<file path="src/hw/rtl/blfr_pkg.sv">
// ----------------------------------------------------------------------------
// blfr_pkg
// shared types, codes and the byte-wise crc-32 step of the frame receiver
// ----------------------------------------------------------------------------
`default_nettype none

package blfr_pkg;

    // default frame size limit, crc bytes included
    localparam int MAX_FRAME_BYTES_DEF = 16384;

    // fixed field widths
    localparam int BYTE_W  = 8;
    localparam int IDX_W   = 14;
    localparam int MID_W   = 16;
    localparam int MTYPE_W = 2;
    localparam int CRC_W   = 32;
    localparam int TOT_W   = 17;   // payload length + header length, full range
    localparam int CFG_IDX_W = 3;

    // register reset values
    localparam logic [7:0]  SYNC_FIRST_RST  = 8'hAA;
    localparam logic [7:0]  SYNC_SECOND_RST = 8'h44;
    localparam logic [7:0]  SYNC_THIRD_RST  = 8'h12;
    localparam logic [7:0]  HDR_LEN_RST     = 8'd28;
    localparam logic [31:0] CRC_POLY_RST    = 32'hEDB88320;

    // frame offsets with special meaning
    localparam int OFS_SYNC_END  = 3;   // first byte after sync: header length
    localparam int OFS_MID_LO    = 4;
    localparam int OFS_MID_HI    = 5;
    localparam int OFS_MSG_TYPE  = 6;
    localparam int OFS_PLEN_LO   = 8;
    localparam int OFS_PLEN_HI   = 9;
    localparam int OFS_FIXED_END = 10;  // first offset past the fixed header
    localparam int HDR_LEN_MIN   = 10;
    localparam int CRC_BYTES     = 4;
    localparam int MTYPE_LSB     = 4;

    typedef enum logic [CFG_IDX_W-1:0] {
        CFG_SYNC_FIRST  = 3'd0,
        CFG_SYNC_SECOND = 3'd1,
        CFG_SYNC_THIRD  = 3'd2,
        CFG_HDR_LEN     = 3'd3,
        CFG_CRC_POLY    = 3'd4
    } cfg_index_t;

    typedef enum logic [2:0] {
        ST_BUSY     = 3'd0,
        ST_CRC_OK   = 3'd1,
        ST_CRC_BAD  = 3'd2,
        ST_BAD_HDR  = 3'd3,
        ST_TOO_LONG = 3'd4
    } status_t;

    typedef enum logic [1:0] {
        SEC_HEADER  = 2'd0,
        SEC_PAYLOAD = 2'd1,
        SEC_CRC     = 2'd2
    } section_t;

    typedef enum logic {
        PH_HUNT  = 1'b0,
        PH_FRAME = 1'b1
    } phase_t;

    // reflected crc-32, one byte, lsb first
    function automatic logic [CRC_W-1:0] crc_byte(
        input logic [CRC_W-1:0]  crc,
        input logic [BYTE_W-1:0] b,
        input logic [CRC_W-1:0]  poly
    );
        logic [CRC_W-1:0] c;
        c = crc ^ {{(CRC_W-BYTE_W){1'b0}}, b};
        for (int k = 0; k < BYTE_W; k++) begin
            c = c[0] ? ((c >> 1) ^ poly) : (c >> 1);
        end
        return c;
    endfunction

endpackage

`default_nettype wire

</file>
<file path="src/hw/rtl/binary_log_frame_receiver_core.sv">
// ----------------------------------------------------------------------------
// binary_log_frame_receiver_core
// sync hunt, header checks and crc-32 check of a binary log byte stream
// ----------------------------------------------------------------------------
//
//  channel  | direction | width (bits)        | content
//  ---------+-----------+---------------------+-------------------------------
//  s_axis   | in        | tdata 8             | one received byte
//  m_axis   | out       | tdata 40, tuser 5   | frame byte, offset, id, type,
//           |           | tlast 1             | section, status, last of frame
//  cfg      | in        | index 3, data 32    | register writes
//
//  one byte per clock sustained while m_axis is ready and no crc rebuild runs;
//  a frame byte reaches m_axis via the input register, then the result register
//  the sync bytes themselves give no output transfer
//  reset: hunting, sync window zero, registers at their defaults
//  after any cfg transfer s_axis is held off while the crc of the last two
//  window bytes is rebuilt with the current polynomial
//  m_axis back-pressure stalls frame bytes; hunt bytes keep flowing while a
//  result waits
// ----------------------------------------------------------------------------
`default_nettype none

module binary_log_frame_receiver_core
    import blfr_pkg::*;
#(
    parameter int MAX_FRAME_BYTES = MAX_FRAME_BYTES_DEF
)(
    input  wire logic                 clk,
    input  wire logic                 rst_n,
    // received bytes
    input  wire logic                 s_axis_tvalid,
    output logic                      s_axis_tready,
    input  wire logic [7:0]           s_axis_tdata,   // [7:0] rx_byte
    // frame bytes out
    output logic                      m_axis_tvalid,
    input  wire logic                 m_axis_tready,
    output logic [39:0]               m_axis_tdata,   // [7:0] data_byte,
                                                      // [21:8] byte_index,
                                                      // [37:22] message_id,
                                                      // [39:38] message_type
    output logic [4:0]                m_axis_tuser,   // [1:0] section, [4:2] status
    output logic                      m_axis_tlast,   // is_last
    // register writes
    input  wire logic                 cfg_valid,
    output logic                      cfg_ready,
    input  wire logic [CFG_IDX_W-1:0] cfg_index,
    input  wire logic [31:0]          cfg_data
);

    // frame offsets up to MAX_FRAME_BYTES - 1, at least a byte wide so the
    // low payload length byte fits the frame length register
    localparam int OFS_W = $clog2(MAX_FRAME_BYTES);
    localparam int CNT_W = (OFS_W > BYTE_W) ? OFS_W : BYTE_W;
    localparam logic [TOT_W-1:0] LEN_LIMIT = TOT_W'(MAX_FRAME_BYTES - CRC_BYTES);

    // configuration registers
    logic [7:0]        sync_first_reg, sync_second_reg, sync_third_reg, hdr_len_reg;
    logic [CRC_W-1:0]  crc_poly_reg;

    // input register
    logic              in_valid_reg;
    logic [7:0]        in_byte_reg;

    // receiver state
    phase_t            phase_reg, phase_next;
    logic [23:0]       window_reg, window_next;
    logic [CRC_W-1:0]  crc1_reg, crc1_next;     // crc from zero over last byte
    logic [CRC_W-1:0]  crc2_reg, crc2_next;     // crc from zero over last two bytes
    logic [1:0]        rebuild_reg, rebuild_next;
    logic [CNT_W-1:0]  cnt_reg, cnt_next;
    logic [CNT_W-1:0]  flen_reg, flen_next;
    logic [CRC_W-1:0]  run_crc_reg, run_crc_next;
    logic [CRC_W-1:0]  rx_crc_reg, rx_crc_next;
    logic [MID_W-1:0]  mid_reg, mid_next;
    logic [MTYPE_W-1:0] mtype_reg, mtype_next;

    // result register
    logic              out_valid_reg, out_valid_next;
    logic [39:0]       out_data_reg, out_data_next;
    logic [4:0]        out_user_reg, out_user_next;
    logic              out_last_reg, out_last_next;

    logic              out_free;
    logic              advance;
    logic              in_xfer;
    logic              cfg_xfer;

    assign cfg_ready     = 1'b1;
    assign cfg_xfer      = cfg_valid && cfg_ready;
    assign out_free      = !out_valid_reg || m_axis_tready;
    // hunt bytes need no result slot
    assign advance       = in_valid_reg && ((phase_reg == PH_HUNT) || out_free);
    assign s_axis_tready = (!in_valid_reg || advance) && (rebuild_reg == 2'd0);
    assign in_xfer       = s_axis_tvalid && s_axis_tready;

    assign m_axis_tvalid = out_valid_reg;
    assign m_axis_tdata  = out_data_reg;
    assign m_axis_tuser  = out_user_reg;
    assign m_axis_tlast  = out_last_reg;

    // configuration writes; unknown indexes are dropped
    always_ff @(posedge clk or negedge rst_n)
    begin
        if (!rst_n)
        begin
            sync_first_reg  <= SYNC_FIRST_RST;
            sync_second_reg <= SYNC_SECOND_RST;
            sync_third_reg  <= SYNC_THIRD_RST;
            hdr_len_reg     <= HDR_LEN_RST;
            crc_poly_reg    <= CRC_POLY_RST;
        end
        else if (cfg_xfer)
        begin
            case (cfg_index)
                CFG_SYNC_FIRST:  sync_first_reg  <= cfg_data[7:0];
                CFG_SYNC_SECOND: sync_second_reg <= cfg_data[7:0];
                CFG_SYNC_THIRD:  sync_third_reg  <= cfg_data[7:0];
                CFG_HDR_LEN:     hdr_len_reg     <= cfg_data[7:0];
                CFG_CRC_POLY:    crc_poly_reg    <= cfg_data;
                default:         ;
            endcase
        end
    end

    // input register
    always_ff @(posedge clk or negedge rst_n)
    begin
        if (!rst_n)
        begin
            in_valid_reg <= 1'b0;
        end
        else if (in_xfer)
        begin
            in_valid_reg <= 1'b1;
        end
        else if (advance)
        begin
            in_valid_reg <= 1'b0;
        end
    end

    always_ff @(posedge clk)
    begin
        if (in_xfer)
        begin
            in_byte_reg <= s_axis_tdata;
        end
    end

    // state and result registers
    always_ff @(posedge clk or negedge rst_n)
    begin
        if (!rst_n)
        begin
            phase_reg     <= PH_HUNT;
            window_reg    <= '0;
            crc1_reg      <= '0;
            crc2_reg      <= '0;
            rebuild_reg   <= '0;
            cnt_reg       <= '0;
            flen_reg      <= '0;
            run_crc_reg   <= '0;
            rx_crc_reg    <= '0;
            mid_reg       <= '0;
            mtype_reg     <= '0;
            out_valid_reg <= 1'b0;
        end
        else
        begin
            phase_reg     <= phase_next;
            window_reg    <= window_next;
            crc1_reg      <= crc1_next;
            crc2_reg      <= crc2_next;
            rebuild_reg   <= rebuild_next;
            cnt_reg       <= cnt_next;
            flen_reg      <= flen_next;
            run_crc_reg   <= run_crc_next;
            rx_crc_reg    <= rx_crc_next;
            mid_reg       <= mid_next;
            mtype_reg     <= mtype_next;
            out_valid_reg <= out_valid_next;
        end
    end

    always_ff @(posedge clk)
    begin
        out_data_reg <= out_data_next;
        out_user_reg <= out_user_next;
        out_last_reg <= out_last_next;
    end

    // per-byte logic
    always_comb
    begin
        logic [7:0]       b;
        logic [23:0]      shifted;
        logic [CRC_W-1:0] crc3;
        logic [CRC_W-1:0] crc_upd;
        logic [TOT_W-1:0] total;
        logic [1:0]       crc_ofs;
        logic [CRC_W-1:0] rx_full;
        logic             hdr_sec;
        section_t         sec;
        status_t          stat;
        logic             last;
        logic [MID_W-1:0] mid_out;
        logic [MTYPE_W-1:0] mtype_out;

        b         = in_byte_reg;
        shifted   = {window_reg[15:0], b};
        // sync crc = crc over the window as it will be after this byte
        crc3      = crc_byte(crc2_reg, b, crc_poly_reg);
        crc_upd   = crc_byte(run_crc_reg, b, crc_poly_reg);
        total     = TOT_W'(flen_reg[7:0]) + {1'b0, b, 8'h00} + TOT_W'(hdr_len_reg);
        crc_ofs   = 2'(cnt_reg - flen_reg);
        rx_full   = {b, rx_crc_reg[23:0]};
        hdr_sec   = TOT_W'(cnt_reg) < TOT_W'(hdr_len_reg);
        sec       = SEC_HEADER;
        stat      = ST_BUSY;
        last      = 1'b0;
        mid_out   = '0;
        mtype_out = '0;

        phase_next     = phase_reg;
        window_next    = window_reg;
        crc1_next      = crc1_reg;
        crc2_next      = crc2_reg;
        rebuild_next   = rebuild_reg;
        cnt_next       = cnt_reg;
        flen_next      = flen_reg;
        run_crc_next   = run_crc_reg;
        rx_crc_next    = rx_crc_reg;
        mid_next       = mid_reg;
        mtype_next     = mtype_reg;
        out_valid_next = out_valid_reg && !m_axis_tready;
        out_data_next  = out_data_reg;
        out_user_next  = out_user_reg;
        out_last_next  = out_last_reg;

        // window crcs are rebuilt after a cfg write (polynomial may have changed):
        // first the last byte alone plus the older byte from zero, then the pair
        if (rebuild_reg == 2'd2)
        begin
            crc1_next    = crc_byte('0, window_reg[7:0], crc_poly_reg);
            crc2_next    = crc_byte('0, window_reg[15:8], crc_poly_reg);
            rebuild_next = 2'd1;
        end
        else if (rebuild_reg == 2'd1)
        begin
            crc2_next    = crc_byte(crc2_reg, window_reg[7:0], crc_poly_reg);
            rebuild_next = 2'd0;
        end

        if (advance)
        begin
            unique case (phase_reg)
                PH_HUNT:
                begin
                    window_next = shifted;
                    crc1_next   = crc_byte('0, b, crc_poly_reg);
                    crc2_next   = crc_byte(crc1_reg, b, crc_poly_reg);
                    if (shifted == {sync_first_reg, sync_second_reg, sync_third_reg})
                    begin
                        phase_next   = PH_FRAME;
                        cnt_next     = CNT_W'(OFS_SYNC_END);
                        flen_next    = '0;
                        rx_crc_next  = '0;
                        mid_next     = '0;
                        mtype_next   = '0;
                        run_crc_next = crc3;
                    end
                end
                PH_FRAME:
                begin
                    priority if (cnt_reg < CNT_W'(OFS_FIXED_END))
                    begin
                        sec          = hdr_sec ? SEC_HEADER : SEC_PAYLOAD;
                        run_crc_next = crc_upd;
                        priority if (cnt_reg == CNT_W'(OFS_SYNC_END))
                        begin
                            if (b != hdr_len_reg || b < 8'(HDR_LEN_MIN))
                            begin
                                stat = ST_BAD_HDR;
                                last = 1'b1;
                            end
                        end
                        else if (cnt_reg == CNT_W'(OFS_MID_LO))
                        begin
                            mid_next = {8'h00, b};
                        end
                        else if (cnt_reg == CNT_W'(OFS_MID_HI))
                        begin
                            mid_next = {b, mid_reg[7:0]};
                        end
                        else if (cnt_reg == CNT_W'(OFS_MSG_TYPE))
                        begin
                            mtype_next = b[MTYPE_LSB +: MTYPE_W];
                        end
                        else if (cnt_reg == CNT_W'(OFS_PLEN_LO))
                        begin
                            flen_next = CNT_W'(b);
                        end
                        else if (cnt_reg == CNT_W'(OFS_PLEN_HI))
                        begin
                            if (total > LEN_LIMIT)
                            begin
                                stat = ST_TOO_LONG;
                                last = 1'b1;
                            end
                            else
                            begin
                                flen_next = CNT_W'(total);
                            end
                        end
                        else
                        begin
                        end
                    end
                    else if (cnt_reg < flen_reg)
                    begin
                        sec          = hdr_sec ? SEC_HEADER : SEC_PAYLOAD;
                        run_crc_next = crc_upd;
                    end
                    else
                    begin
                        // trailing crc, little-endian
                        sec = SEC_CRC;
                        unique case (crc_ofs)
                            2'd0: rx_crc_next = {rx_crc_reg[31:8], b};
                            2'd1: rx_crc_next = {rx_crc_reg[31:16], b, rx_crc_reg[7:0]};
                            2'd2: rx_crc_next = {rx_crc_reg[31:24], b, rx_crc_reg[15:0]};
                            2'd3:
                            begin
                                rx_crc_next = rx_full;
                                stat = (rx_full == run_crc_reg) ? ST_CRC_OK : ST_CRC_BAD;
                                last = 1'b1;
                            end
                            default: ;
                        endcase
                    end

                    if (cnt_reg >= CNT_W'(OFS_MID_HI))
                    begin
                        mid_out = mid_next;
                    end
                    if (cnt_reg >= CNT_W'(OFS_MSG_TYPE))
                    begin
                        mtype_out = mtype_next;
                    end

                    out_valid_next = 1'b1;
                    out_data_next  = {mtype_out, mid_out, IDX_W'(cnt_reg), b};
                    out_user_next  = {stat, sec};
                    out_last_next  = last;

                    if (last)
                    begin
                        // back to hunt as if three zero bytes had been seen
                        phase_next  = PH_HUNT;
                        window_next = '0;
                        crc1_next   = '0;
                        crc2_next   = '0;
                    end
                    else
                    begin
                        cnt_next = cnt_reg + CNT_W'(1);
                    end
                end
                default: ;
            endcase
        end

        if (cfg_xfer)
        begin
            rebuild_next = 2'd2;
        end
    end

endmodule

`default_nettype wire

</file>
<file path="config.mk">
export PLATFORM = sky130hd
export DESIGN_NAME = binary_log_frame_receiver_core
export DESIGN_NICKNAME = d
export VERILOG_FILES = /design/src/hw/rtl/blfr_pkg.sv /design/src/hw/rtl/binary_log_frame_receiver_core.sv
export SDC_FILE = /design/constraint.sdc
export NUM_CORES = 2
export LEC_CHECK = 0
export BUFFER_PORTS_ARGS = -buffer_cell sky130_fd_sc_hd__buf_2
export CAP_MARGIN = 10
export CORE_MARGIN = 5
export CORE_UTILIZATION = 45
export DETAILED_ROUTE_END_ITERATION = 10
export GPL_ROUTABILITY_DRIVEN = 0
export GPL_TIMING_DRIVEN = 0
export PLACE_DENSITY = 0.61
export REMOVE_ABC_BUFFERS = 1
export SLEW_MARGIN = 20
export SYNTH_ARGS = -nofsm -noshare
export SYNTH_HDL_FRONTEND = slang
export SYNTH_SLANG_ARGS = --single-unit
</file>
<file path="constraint.sdc">
create_clock -name clk -period 5.5 [get_ports clk]
set_clock_uncertainty 0.2 [all_clocks]
set_input_delay 0.275 -clock clk [delete_from_list [all_inputs] [get_ports clk]]
set_output_delay 0.275 -clock clk [all_outputs]
set_load 0.02 [all_outputs]
</file>
==> run_results.csv <==
group,metric,value,unit
global_routing,global_route.usage.total,30.2,%
synth,synth_area_per_cell,7.42,sq um
place,place.port_buffers,95,
floorplan,rows,112,
synth,postSynthRegisterBits,305,
finish,mostFrequentLayoutCells,"1459 x nand2_1, 1321 x xnor2_1, 307 x o21ai_0",
detailed_routing,detail_route.iter0.violations,4413,
global_routing,largest_net_degree_at_the_start_of_global_routing,92,
floorplan,floorplan.die_area,99300,sq um
detailed_routing,drt_wl_total,156000,microns
synth,seq_area_frac_synth,18.9,%
timing,timing.final.hold_violations,0,
clock_tree,cts_made_buffers,36,
finish,nNetsFinal,5541,
clock_tree,cts_num_sinks,305,
critical_path,timing.critical_path.required,5.80,ns
detailed_routing,drcViolationCount,0,
synth,synthArstFlopShare,82.3,%
synth,yosysWarningCount,0,
floorplan,starting_density_of_the_core,45.1,%
detailed_routing,detailedRoute.firstPassIterationCount,7,
critical_path,worstPathMaxFanout,12,
timing,rsz_0062_raised_after_global_routing,"yes",
floorplan,fp.coreArea,92900,sq um
finish,fin_area,47300,sq um
clock_tree,clock_tree_from_tritoncts,"done",
timing,achievable-frequency,186,MHz
flow_run,drv_cap,0,
timing,final.period_utilization,97.8,%
floorplan,chipHeight,315,microns
critical_path,capturing_element_type_of_the_critical_path,"flip-flop",
min_path,worstHoldStart,"cfg_index[0]",
clock_tree,cts_h_tree_depth,2,
floorplan,die-width,315,microns
timing,worstMarginPinSlew,1.14,ns
place,detailedPlacementHpwl,102000,microns
detailed_routing,route.detailed.wl_per_inst,23.1,microns
clock_tree,clock_path_buffers,3,
critical_path,timing.rr.start,"in_byte_reg[0]",
global_routing,globalRouteOverflowTotal,0,
critical_path,critical-path-max-stage-delay,0.55,ns
finish,area_delta_synth_final,12.8,%
critical_path,timing.critical_path.max_delay_family,"XOR/XNOR gates",
finish,layout-drive-gt1-share,10.6,%
critical_path,critPathBufInv,5,
global_routing,via_count_of_the_first_global_routing_pass,37100,
finish,number_of_flip_flops_in_the_largest_register,40,
timing,timing.final.setup_violations,0,
status,run_status,"complete, no violations",
critical_path,criticalPathCategory,"flip-flop to flip-flop",
floorplan,io_pins,97,
timing,slew_limit_fails,0,
min_path,hold_path_class,"input pin to flip-flop",
finish,layout_commonest_cell,"nand2_1",
detailed_routing,vias,39500,
critical_path,timing.critical_path.from,"in_byte_reg[0]",
detailed_routing,drt-vias-per-instance,5.87,
critical_path,critical_path.startpoint_type,"flip-flop",
detailed_routing,detail-route-antenna-nets,0,
place,post_dp_cell_area,44800,sq um
timing,final_period_minus_worst_setup_slack,5.38,ns
clock_tree,worst_skew_pair.late_latency,0.58,ns
critical_path,critical-path-slowest-cell,"xnor3_1",
global_routing,grt_first_pass_wirelength,235000,microns
synth,ys_dominant_reg_cell,"dfrtp_1",
synth,synth-edff-count,54,
timing,max_slew_margin,23.8,%
synth,synthDistinctLibCells,87,
critical_path,path_cells,"buf_4 > buf_16 > buf_8 > xnor2_4 > xor2_1 > mux2i_2 > nor3_1 > nor3_1 > xnor3_1 > xnor2_2 > nand4_1 > nand4_1 > buf_4 > buf_4 > nand3_1 > xnor2_1 > nor3_1 > a221o_1",
clock_tree,clockRootBuffer,"clkbuf_16",
global_routing,grt_antenna_before_repair,2,
critical_path,cp.arrival,5.68,ns
synth,synth.cell_area,41900,sq um
synth,postSynthCellCount,5646,
clock_tree,cts.reportedPaths.clkPinSlew,0.07,ns
timing,hold-worst-slack,0.0425,ns
finish,fillerInstances,8706,
[worst reg2reg max path: stages, from the launching register on]
cell and delay [ns]:
edfxtp_1 0.46, buf_4 0.20, buf_16 0.16, buf_8 0.16
xnor2_4 0.38, xor2_1 0.42, mux2i_2 0.36, nor3_1 0.14
nor3_1 0.16, xnor3_1 0.55, xnor2_2 0.35, nand4_1 0.33
nand4_1 0.21, buf_4 0.22, buf_4 0.15, nand3_1 0.08
xnor2_1 0.16, nor3_1 0.43, a221o_1 0.19
[worst paths after layout]
check / endpoint / slack (ns) / cells past startpoint
setup / recovery: run_crc_reg[11] / 0.12 / 18
hold / removal: crc_poly_reg[2] / 0.04 / 3
setup reg to reg: run_crc_reg[11] / 0.12 / 18
hold reg to reg: mtype_reg[0] / 0.31 / 2
max in group asynchronous: run_crc_reg[31] / 4.07 / 3
min in group asynchronous: flen_reg[8] / 0.12 / 2
[cells by family after synthesis]
kind of cell	count (synthesis)	share of synthesized area (%)
compound gates	787	11.9
xor+xnor	1673	37.7
fa+ha+maj	39	1.20
buf+inv	592	5.54
flops	305	18.9
mux	107	2.75
other cells	1	0.00895
simple gates	2142	21.9
[cells in the mapped netlist (all sizes together), types with 20 or more instances]
library cell  number  area, sq um
nand2           1464         5500
xnor2           1349        11900
clkbuf           391         1470
o21ai            336         1680
xor2             246         2170
nand3            235         1180
dfrtp            226         5660
buf              152          671
nor2             111          417
a21oi            101          505
xnor3             76         1710
nor3              65          325
mux2              64          721
edfxtp            54         1620
and3              52          325
a22oi             51          383
o211ai            48          360
inv               45          169
mux2i             43          430
o21a              39          293
ha                37          463
nand4             34          213
nor3b             33          248
o22ai             30          188
and2              28          178
a22o              25          219
dfstp             25          657
nor4              25          156
a221o             24          240
a21o              20          150
nor2b             20          125
[what timing repair did]
| action | 4_1_cts | 5_1_grt |
|---|---|---|
| setup buffers | 23 | 11 |
| hold buffers | 45 | 0 |
| cloned | 5 | 5 |
| gates resized for setup | 39 | 45 |
| hold endpoints to repair | 157 | 0 |
| endpoints found under the setup margin | 96 | 99 |
| pin swaps | 14 | 10 |
[area by class of cell]
type,count,area [sq um],area share [%]
multi-input combinational,4759,32700,69.1
sequential,305,8070,17.1
timing repair buffer,303,3600,7.62
tap,1254,1570,3.32
clock buffer,51,1010,2.13
inverter,49,200,0.424
clock inverter,14,156,0.331
antenna,1,2.50,0.00529
[metal layers]
layer / global-route usage, % / up-vias / routed length [microns]
met3: 5.53 / 428 / 15800
met4: 15.4 / 2 / 9290
met1: 39.9 / 18900 / 61900
met2: 47.3 / 2059 / 68700
li1: - / 18100 / -
met5: 0 / - / 13
[metrics by stage]
step	setup WS, ns	utilization (%)	cells	setup TNS [ns]
3_5_place_dp	-0.994	48.2	6581	-58.72
4_1_cts	0.00727	50.4	6719	0
5_1_grt	-0.116	50.9	6735	-0.324
2_1_floorplan	-3.74	-	5103	-295.37
3_3_place_gp	-9.44	45.0	6452	-1113.40
6_report	0.122	50.9	6736	0
Power is not shown: default switching activity piles up to over one toggle a cycle in this logic, so the estimate is an artifact.
